==> config.mk <==
export PLATFORM = sky130hd
export DESIGN_NAME = sorted_set_kth_select
export DESIGN_NICKNAME = d
export VERILOG_FILES = /design/src/design/ssk_pkg.sv /design/src/design/ssk_ram.sv /design/src/design/ssk_ctrl.sv /design/src/design/ssk_dpath.sv /design/src/design/sorted_set_kth_select.sv
export SDC_FILE = /design/constraint.sdc
export NUM_CORES = 2
export LEC_CHECK = 0
export BUFFER_PORTS_ARGS = -buffer_cell sky130_fd_sc_hd__clkbuf_2
export CAP_MARGIN = 20
export CORE_MARGIN = 1.5
export CORE_UTILIZATION = 50
export CTS_CLUSTER_SIZE = 16
export DETAILED_ROUTE_END_ITERATION = 10
export PLACE_DENSITY = 0.7
export REMOVE_ABC_BUFFERS = 1
export SLEW_MARGIN = 40
export SYNTH_ARGS = -nofsm -noshare
export SYNTH_HDL_FRONTEND = slang
export SYNTH_SLANG_ARGS = --single-unit
==> constraint.sdc <==
create_clock -name clock -period 8.7 [get_ports clock]
set_input_delay 1.74 -clock clock [delete_from_list [all_inputs] [get_ports clock]]
set_output_delay 1.74 -clock clock [all_outputs]
set_load 0.02 [all_outputs]
==> src/design/ssk_pkg.sv <==
// Package: types, codes and constants of the sorted set k-th select block.
`timescale 1ns / 1ps
`default_nettype none

package ssk_pkg;

   localparam int CAPACITY_DEFAULT = 64;
   localparam int VALUE_W          = 32;
   localparam int RANK_W           = 7;
   localparam int OPCODE_W         = 2;

   typedef enum logic [OPCODE_W-1:0] {
      OP_INSERT   = 2'd0,
      OP_SMALLEST = 2'd1,
      OP_LARGEST  = 2'd2
   } opcode_type;

   typedef enum logic [3:0] {
      ST_IDLE,
      ST_DECODE,
      ST_SRCH_RD,
      ST_SRCH_CMP,
      ST_INS_PREP,
      ST_SHIFT_RD,
      ST_SHIFT_WR,
      ST_INS_WRITE,
      ST_Q_DATA
   } state_type;

   typedef enum logic [1:0] {
      RSP_EMPTY,
      RSP_FOUND,
      RSP_DROPPED
   } rsp_kind_type;

   typedef struct packed {
      logic         load;
      logic         rd_query;
      logic         q_largest;
      logic         rd_mid;
      logic         narrow;
      logic         rd_shift;
      logic         wr_shift;
      logic         wr_new;
      logic         rsp_load;
      rsp_kind_type rsp_kind;
   } cmd_type;

   typedef struct packed {
      logic count_zero;
      logic full;
      logic rank_ok;
      logic cmp_eq;
      logic range_closes;
      logic at_pos;
      logic shift_last;
   } status_type;

endpackage

`default_nettype wire

==> src/design/ssk_ram.sv <==
// Generic simple dual-port RAM: one write port, one registered read port.
`timescale 1ns / 1ps
`default_nettype none

module ssk_ram #(
   parameter int WIDTH = 32,
   parameter int DEPTH = 64
) (
   input  wire logic                     clock,
   input  wire logic                     wr_en,
   input  wire logic [$clog2(DEPTH)-1:0] wr_addr,
   input  wire logic [WIDTH-1:0]         wr_data,
   input  wire logic                     rd_en,
   input  wire logic [$clog2(DEPTH)-1:0] rd_addr,
   output logic      [WIDTH-1:0]         rd_data
);

   logic [WIDTH-1:0] mem [DEPTH];

   always_ff @(posedge clock) begin
      if (wr_en) begin
         mem[wr_addr] <= wr_data;
      end
      if (rd_en) begin
         rd_data <= mem[rd_addr];
      end
   end

endmodule

`default_nettype wire

==> src/design/ssk_ctrl.sv <==
// Controller: sequences search, shift, insert and query steps over the store.
`timescale 1ns / 1ps
`default_nettype none

module ssk_ctrl (
   input  wire logic                              clock,
   input  wire logic                              reset,
   input  wire logic                              start,
   input  wire logic [ssk_pkg::OPCODE_W-1:0]      req_opcode,
   input  wire ssk_pkg::status_type               status,
   output logic                                   busy,
   output ssk_pkg::cmd_type                       cmd
);

   ssk_pkg::state_type  state_ff, state_in;
   ssk_pkg::opcode_type op_ff, op_in;

   always_ff @(posedge clock) begin
      if (reset) begin
         state_ff <= ssk_pkg::ST_IDLE;
         op_ff    <= ssk_pkg::OP_INSERT;
      end else begin
         state_ff <= state_in;
         op_ff    <= op_in;
      end
   end

   always_comb begin
      state_in     = state_ff;
      op_in        = op_ff;
      busy         = (state_ff != ssk_pkg::ST_IDLE);
      cmd          = '0;
      cmd.rsp_kind = ssk_pkg::RSP_EMPTY;
      cmd.q_largest = (op_ff == ssk_pkg::OP_LARGEST);

      unique case (state_ff)
         ssk_pkg::ST_IDLE: begin
            if (start) begin
               cmd.load = 1'b1;
               op_in    = ssk_pkg::opcode_type'(req_opcode);
               state_in = ssk_pkg::ST_DECODE;
            end
         end
         ssk_pkg::ST_DECODE: begin
            unique case (op_ff)
               ssk_pkg::OP_INSERT: begin
                  state_in = status.count_zero ? ssk_pkg::ST_INS_PREP : ssk_pkg::ST_SRCH_RD;
               end
               ssk_pkg::OP_SMALLEST, ssk_pkg::OP_LARGEST: begin
                  if (status.rank_ok) begin
                     cmd.rd_query = 1'b1;
                     state_in     = ssk_pkg::ST_Q_DATA;
                  end else begin
                     cmd.rsp_load = 1'b1;
                     state_in     = ssk_pkg::ST_IDLE;
                  end
               end
               default: begin
                  cmd.rsp_load = 1'b1;
                  state_in     = ssk_pkg::ST_IDLE;
               end
            endcase
         end
         ssk_pkg::ST_SRCH_RD: begin
            cmd.rd_mid = 1'b1;
            state_in   = ssk_pkg::ST_SRCH_CMP;
         end
         ssk_pkg::ST_SRCH_CMP: begin
            if (status.cmp_eq) begin
               // duplicate: store stays as it is
               cmd.rsp_load = 1'b1;
               state_in     = ssk_pkg::ST_IDLE;
            end else begin
               cmd.narrow = 1'b1;
               state_in   = status.range_closes ? ssk_pkg::ST_INS_PREP : ssk_pkg::ST_SRCH_RD;
            end
         end
         ssk_pkg::ST_INS_PREP: begin
            if (status.full) begin
               cmd.rsp_load = 1'b1;
               cmd.rsp_kind = ssk_pkg::RSP_DROPPED;
               state_in     = ssk_pkg::ST_IDLE;
            end else if (status.at_pos) begin
               state_in = ssk_pkg::ST_INS_WRITE;
            end else begin
               state_in = ssk_pkg::ST_SHIFT_RD;
            end
         end
         ssk_pkg::ST_SHIFT_RD: begin
            cmd.rd_shift = 1'b1;
            state_in     = ssk_pkg::ST_SHIFT_WR;
         end
         ssk_pkg::ST_SHIFT_WR: begin
            cmd.wr_shift = 1'b1;
            state_in     = status.shift_last ? ssk_pkg::ST_INS_WRITE : ssk_pkg::ST_SHIFT_RD;
         end
         ssk_pkg::ST_INS_WRITE: begin
            cmd.wr_new   = 1'b1;
            cmd.rsp_load = 1'b1;
            state_in     = ssk_pkg::ST_IDLE;
         end
         ssk_pkg::ST_Q_DATA: begin
            cmd.rsp_load = 1'b1;
            cmd.rsp_kind = ssk_pkg::RSP_FOUND;
            state_in     = ssk_pkg::ST_IDLE;
         end
         default: begin
            state_in = ssk_pkg::ST_IDLE;
         end
      endcase
   end

endmodule

`default_nettype wire

==> src/design/ssk_dpath.sv <==
// Datapath: operand registers, search bounds, shift pointer, store and result registers.
`timescale 1ns / 1ps
`default_nettype none

module ssk_dpath #(
   parameter int CAPACITY = ssk_pkg::CAPACITY_DEFAULT
) (
   input  wire logic                                clock,
   input  wire logic                                reset,
   input  wire logic signed [ssk_pkg::VALUE_W-1:0]  req_item_value,
   input  wire logic        [ssk_pkg::RANK_W-1:0]   req_rank,
   input  wire ssk_pkg::cmd_type                    cmd,
   output ssk_pkg::status_type                      status,
   output logic                                     rsp_valid,
   output logic signed      [ssk_pkg::VALUE_W-1:0]  rsp_result_value,
   output logic                                     rsp_found,
   output logic                                     rsp_dropped
);

   localparam int AW = $clog2(CAPACITY);
   localparam int CW = $clog2(CAPACITY + 1);
   localparam int MW = (CW > ssk_pkg::RANK_W) ? CW : ssk_pkg::RANK_W;

   logic signed [ssk_pkg::VALUE_W-1:0] value_ff;
   logic        [ssk_pkg::RANK_W-1:0]  rank_ff;
   logic        [CW-1:0]               count_ff;
   logic        [CW-1:0]               lo_ff;
   logic        [CW-1:0]               hi_ff;
   logic        [CW-1:0]               j_ff;
   logic                               rsp_valid_ff;
   logic signed [ssk_pkg::VALUE_W-1:0] rsp_value_ff;
   logic                               rsp_found_ff;
   logic                               rsp_dropped_ff;

   logic [CW:0]                  mid_sum;
   logic [CW-1:0]                mid;
   logic [CW-1:0]                mid_inc;
   logic [CW-1:0]                j_dec;
   logic [MW-1:0]                q_index;
   logic                         stored_lt;
   logic                         ram_wr_en;
   logic [AW-1:0]                ram_wr_addr;
   logic [ssk_pkg::VALUE_W-1:0]  ram_wr_data;
   logic                         ram_rd_en;
   logic [AW-1:0]                ram_rd_addr;
   logic [ssk_pkg::VALUE_W-1:0]  ram_rd_data;

   assign mid_sum   = {1'b0, lo_ff} + {1'b0, hi_ff};
   assign mid       = mid_sum[CW:1];
   assign mid_inc   = mid + CW'(1);
   assign j_dec     = j_ff - CW'(1);
   assign stored_lt = $signed(ram_rd_data) < value_ff;
   assign q_index   = cmd.q_largest ? (MW'(count_ff) - MW'(rank_ff))
                                    : (MW'(rank_ff) - MW'(1));

   always_comb begin
      status.count_zero   = (count_ff == '0);
      status.full         = (count_ff == CW'(CAPACITY));
      status.rank_ok      = (rank_ff != '0) && (MW'(rank_ff) <= MW'(count_ff));
      status.cmp_eq       = (ram_rd_data == value_ff);
      status.range_closes = stored_lt ? (mid_inc == hi_ff) : (mid == lo_ff);
      status.at_pos       = (j_ff == lo_ff);
      status.shift_last   = (j_dec == lo_ff);
   end

   always_comb begin
      ram_rd_en   = cmd.rd_query | cmd.rd_mid | cmd.rd_shift;
      ram_rd_addr = j_dec[AW-1:0];
      if (cmd.rd_query) begin
         ram_rd_addr = q_index[AW-1:0];
      end else if (cmd.rd_mid) begin
         ram_rd_addr = mid[AW-1:0];
      end
      ram_wr_en   = cmd.wr_shift | cmd.wr_new;
      ram_wr_addr = cmd.wr_new ? lo_ff[AW-1:0] : j_ff[AW-1:0];
      ram_wr_data = cmd.wr_new ? value_ff : ram_rd_data;
   end

   ssk_ram #(
      .WIDTH (ssk_pkg::VALUE_W),
      .DEPTH (CAPACITY)
   ) u_store (
      .clock   (clock),
      .wr_en   (ram_wr_en),
      .wr_addr (ram_wr_addr),
      .wr_data (ram_wr_data),
      .rd_en   (ram_rd_en),
      .rd_addr (ram_rd_addr),
      .rd_data (ram_rd_data)
   );

   always_ff @(posedge clock) begin
      if (reset) begin
         count_ff     <= '0;
         rsp_valid_ff <= 1'b0;
      end else begin
         rsp_valid_ff <= cmd.rsp_load;
         if (cmd.wr_new) begin
            count_ff <= count_ff + CW'(1);
         end
      end
   end

   always_ff @(posedge clock) begin
      if (cmd.load) begin
         value_ff <= req_item_value;
         rank_ff  <= req_rank;
         lo_ff    <= '0;
         hi_ff    <= count_ff;
         j_ff     <= count_ff;
      end else begin
         if (cmd.narrow) begin
            if (stored_lt) begin
               lo_ff <= mid_inc;
            end else begin
               hi_ff <= mid;
            end
         end
         if (cmd.wr_shift) begin
            j_ff <= j_dec;
         end
      end
      if (cmd.rsp_load) begin
         unique case (cmd.rsp_kind)
            ssk_pkg::RSP_FOUND: begin
               rsp_value_ff   <= ram_rd_data;
               rsp_found_ff   <= 1'b1;
               rsp_dropped_ff <= 1'b0;
            end
            ssk_pkg::RSP_DROPPED: begin
               rsp_value_ff   <= '0;
               rsp_found_ff   <= 1'b0;
               rsp_dropped_ff <= 1'b1;
            end
            default: begin
               rsp_value_ff   <= '0;
               rsp_found_ff   <= 1'b0;
               rsp_dropped_ff <= 1'b0;
            end
         endcase
      end
   end

   assign rsp_valid        = rsp_valid_ff;
   assign rsp_result_value = rsp_value_ff;
   assign rsp_found        = rsp_found_ff;
   assign rsp_dropped      = rsp_dropped_ff;

endmodule

`default_nettype wire

==> src/design/sorted_set_kth_select.sv <==
// Top level: order-statistic store of distinct signed values with k-th select.
//
//   channel   direction  transfer when          payload ports
//   request   in         start & !busy          req_opcode, req_item_value, req_rank
//   response  out        rsp_valid (1 cycle)    rsp_result_value, rsp_found, rsp_dropped
//
// A query reads the ranked entry; a rank of zero or above the count and the
// unused opcode answer with no read. An insert runs binary-search probes (at
// most ceil(log2(count+1))), then moves the entries above the slot up one slot;
// a duplicate ends within the search, a dropped insert after it. The single
// registered read port splits each probe and move into read and compare/write.
// Sync reset clears count, rsp_valid and FSM state; the receiver cannot stall.
`timescale 1ns / 1ps
`default_nettype none

module sorted_set_kth_select #(
   parameter int CAPACITY = ssk_pkg::CAPACITY_DEFAULT
) (
   input  wire logic                                clock,
   input  wire logic                                reset,
   input  wire logic                                start,
   output logic                                     busy,
   input  wire logic        [ssk_pkg::OPCODE_W-1:0] req_opcode,
   input  wire logic signed [ssk_pkg::VALUE_W-1:0]  req_item_value,
   input  wire logic        [ssk_pkg::RANK_W-1:0]   req_rank,
   output logic                                     rsp_valid,
   output logic signed      [ssk_pkg::VALUE_W-1:0]  rsp_result_value,
   output logic                                     rsp_found,
   output logic                                     rsp_dropped
);

   // Commands go down to the datapath, flags come back; nothing else crosses.
   ssk_pkg::cmd_type    cmd;
   ssk_pkg::status_type status;

   // Sequence each transfer: decode, search for the slot, move the upper
   // entries up by one, write the new value, or read a ranked entry.
   ssk_ctrl u_ctrl (
      .clock      (clock),
      .reset      (reset),
      .start      (start),
      .req_opcode (req_opcode),
      .status     (status),
      .busy       (busy),
      .cmd        (cmd)
   );

   // Hold the operands, bounds, count and the ascending value store, and
   // drive the response registers.
   ssk_dpath #(
      .CAPACITY (CAPACITY)
   ) u_dpath (
      .clock            (clock),
      .reset            (reset),
      .req_item_value   (req_item_value),
      .req_rank         (req_rank),
      .cmd              (cmd),
      .status           (status),
      .rsp_valid        (rsp_valid),
      .rsp_result_value (rsp_result_value),
      .rsp_found        (rsp_found),
      .rsp_dropped      (rsp_dropped)
   );

endmodule

`default_nettype wire

==> out/qor_table.md <==
| Metric | This run |
| --- | --- |
| Initial Util | 50.5% |
| Worst EP required | 9.27 ns |
| Leakage power of the design | 32.2 nW |
| Clock transition at the register clock pins on the worst setup and hold paths after CTS | 0.06 ns |
| F_max | 182 MHz |
| Cell taking the most area after synthesis | edfxtp_1 |
| Setup fix buffers added after clock tree synthesis | 0 |
| CTS tree | built |
| Status | finished clean |
| Number of vias per cell after detailed routing | 6.55 |
| Most common flop cell mapped by yosys | edfxtp_1 |
| Count of unresolved DRC violations after routing | 0 |
| Antenna violations before repair | 11 |
| Hold Path Cell Cnt | 2 |
| Hold Worst Slack | 0.522 ns |
| Distinct cells, synth | 78 |
| Standard cell core area | 172000 um2 |
| Final setup violation count | 0 |
| Final standard cell area without fillers | 97800 um2 |
| Total via count after detailed routing | 55500 |
| Height of the die | 420 um |
| Met2 Track Usage GR | 45.3% |
| Final core utilization | 56.8% |
| Most Frequent Cell on Critical Path | buf_12 |
| Final nets | 6083 |
| Crit path largest cell delay | 0.83 ns |
| Total of hold buffers inserted after clock tree synthesis | 0 |
| Cts bufs inserted | 204 |
| Number of synthesized register bits | 2188 |
| Worst vdd rail ir drop | 0.277 mV |
| Number of core rows | 152 |
| Number of global-route vias before repair | 51600 |
| Worst hold path startpoint | u_ctrl.op_ff[0]$_SDFFE_PP0P_ |
| Total die area | 176000 um2 |
| Combined area of all synthesized cells | 86900 um2 |
| RSZ-0062 raised after global routing | no |
| Synthesis-to-layout area growth | 12.5% |
| YS warnings | 0 |
| Skew-Pair Late Insertion Delay | 0.87 ns |
| Remaining antenna violation count | 0 |
| Pin count of the biggest net entering global routing | 180 |
| Worst reg2reg startpoint | u_dpath.count_ff[4]$_SDFFE_PP0P_ |
| Number of placed instances, taps included | 8079 |
| Maximum capacitance violations | 0 |
| Post-CTS Resized | 0 |
| Leading cell types by total area after synthesis | edfxtp_1 75%, nand2_1 5.8%, mux2i_1 3.9%, a32oi_1 3.1%, nand3_1 1.7% |
| Clk buf depth | 3 |
| Met3 GRT Util | 7.44% |
| Number of standard cells after synthesis | 5894 |
| Total number of clock tree sinks | 2188 |
| Area share of the largest cell type after synthesis | 74.9% |
| Hold crit path type | reg -> reg |
| Total global routing track utilization | 30.7% |
| Grt ovf | 0 |
| Fin crit share | 63.2% |
| Final non-filler cell total | 8464 |
| Cell-by-cell trace of the critical path | inv_1, ha_1, a211oi_1, o21bai_1, o21a_2, or4_1, a22oi_4, buf_12, buf_12, a32oi_1, and3_1, a31oi_1, nand4_1 |
| First-pass GRT wire length | 381 mm |
| Number of primary I/O pins | 80 |
| Endpoint of the worst-slack reg-to-reg timing path | u_dpath.u_store.rd_data[7]$_DFFE_PP_ |
| Number of hold-slack violations in the final timing report | 0 |
| Number of DRC markers in iteration 0 | 9623 |
| Setup slack, reg-to-reg | 3.20 ns |
| Worst-Margin Slew | 0.966 ns |
| GP Congestion | 0.908 |
| Final min period | 5.50 ns |
| Top Usage Layer GRT | met2 |
| Syn_area_per_cell | 14.7 um2 |
| Critical path peak fanout | 121 |
| Most frequent standard cell in the layout excluding fill and tap cells | edfxtp_1 |
| Critical path arrival | 6.07 ns |
| Async set or reset register ratio after synthesis | 0% |
| Buffer cell driving the clock tree root | clkbuf_16 |
| Power density relative to cell area | 256 nW/um2 |
| Worst-case headroom to the max-slew limit | 35.6% |
| Area after detailed placement | 91100 um2 |
| Register area share after synthesis | 75.3% |
| Kind of start point of the critical path | register |
| Most frequent cells in the layout | 2167 x edfxtp_1, 1331 x nand2_1, 337 x mux2i_1 |
| Pwr Total | 25.1 mW |
| Grt met1 use | 41.6% |
| Post-DR wirelength/cell | 32.3 um |
| Die span in x | 420 um |
| Final clock skew | 0.0317 ns |
| Sort of element at the end of the critical path | register |
| H-tree levels | 4 |
| Iteration count of the initial detailed-routing pass | 6 |
| Critical path start-end classification | reg -> reg |
| Hold-critical path endpoint | u_ctrl.op_ff[0]$_SDFFE_PP0P_ |
| Final count of pins violating max slew | 0 |
| CP max stage cell | or4_1 |
| Number of enable flip-flop cells after synthesis | 2167 |
| Number of port buffers | 79 |
| Worst Reg-to-Reg Cells | 13 |
| Final wirelength | 274 mm |
| Detailed Place HPWL | 144 mm |
| Share of post-route cells with drive strength above 1 | 11.5% |
## report_power, final
group | switching [mW] | internal (mW) | leakage, nW
Clock | 3.88 | 4.92 | 3.20
Combinational | 3.18 | 1.24 | 9.30
Sequential | 0.0817 | 11.8 | 19.7
## stage by stage
stage	setup slack [ns]	TNS, ns
floorplan	-21.10	-594.02
global placement	3.38	0
detailed placement	3.39	0
CTS	3.36	0
global route	3.05	0
finish	3.20	0
## per-layer routing
metal,up-vias,routed length [um]
met5,-,48
met1,27500,97900
met4,8,18500
met3,794,38100
li1,22800,-
met2,4388,119000
## worst max path at each step
stage	startpoint	end	slack, ns	depth (start not counted)
after floorplan	u_dpath.count_ff[4]$_SDFFE_PP0P_	u_dpath.u_store.rd_data[0]$_DFFE_PP_	-21.10	10
after global placement	u_dpath.count_ff[4]$_SDFFE_PP0P_	u_dpath.u_store.rd_data[7]$_DFFE_PP_	3.38	13
after detailed placement	u_dpath.count_ff[4]$_SDFFE_PP0P_	u_dpath.u_store.rd_data[7]$_DFFE_PP_	3.39	13
after CTS	u_dpath.count_ff[4]$_SDFFE_PP0P_	u_dpath.u_store.rd_data[7]$_DFFE_PP_	3.36	13
after global routing	u_dpath.lo_ff[2]$_SDFFE_PP0P_	u_dpath.u_store.rd_data[31]$_DFFE_PP_	3.05	12
final	u_dpath.count_ff[4]$_SDFFE_PP0P_	u_dpath.u_store.rd_data[7]$_DFFE_PP_	3.20	13
## layout make-up
| cell class | instances | area (um2) |
|---|---|---|
| Timing Repair Buffer | 241 | 2010 |
| Sequential cell | 2188 | 65500 |
| Tap cell | 2310 | 2890 |
| Clock inverter | 130 | 1190 |
| Antenna cell | 7 | 17.5 |
| Inverter | 58 | 218 |
| Multi-Input combinational cell | 3286 | 20600 |
| Clock buffer | 244 | 5320 |
| Fill cell | 13000 | 74400 |
## worst max-delay path: cells and delay by family (launching register included)
kind            cells  cell delay [ns]
compound gates      6             1.72
fa+ha+maj           1             0.39
buf+inv             3             1.33
flops               1             0.42
simple gates        3             1.23
## kinds of logic (layout without fill, tap and decap cells)
group	after synthesis	count (layout)	share of synthesized area, %
fa+ha+maj	60	60	0.881
flops	2188	2188	75.3
compound gates	685	685	6.05
buf+inv	420	673	2.13
simple gates	2117	2117	10.7
mux	372	372	4.33
xor+xnor	52	52	0.540
other cells	0	7	0
## synthesized netlist by cell type, types with 13 or more instances
| master | number |
|---|---|
| buf_4 | 18 |
| clkbuf_1 | 147 |
| nor3_1 | 25 |
| xor2_1 | 16 |
| a31oi_1 | 69 |
| nand3_1 | 300 |
| nand2_1 | 1333 |
| xnor2_1 | 35 |
| edfxtp_1 | 2167 |
| inv_1 | 57 |
| ha_1 | 58 |
| o22ai_1 | 63 |
| dfxtp_1 | 21 |
| a21oi_1 | 46 |
| o21ai_0 | 69 |
| and3_1 | 83 |
| a21o_1 | 13 |
| nor2_1 | 108 |
| and2_1 | 36 |
| mux2i_1 | 338 |
| a32oi_1 | 309 |
| buf_1 | 34 |
| a211oi_1 | 24 |
| a2111oi_0 | 14 |
| buf_2 | 162 |
| nand4_1 | 155 |
| or3_1 | 15 |
| mux2_2 | 34 |
## registers in the layout, summed over array words and instances, names as in the netlist, 4 cells and up
name	count
u_dpath.value_ff	32
u_dpath.u_store.mem	2048
u_dpath.count_ff	7
u_ctrl.state_ff	4
u_dpath.hi_ff	7
u_dpath.rsp_result_value	32
u_dpath.rank_ff	7
u_dpath.u_store.rd_data	32
u_dpath.j_ff	7
u_dpath.lo_ff	7
Power figures use the tool's default switching activity.
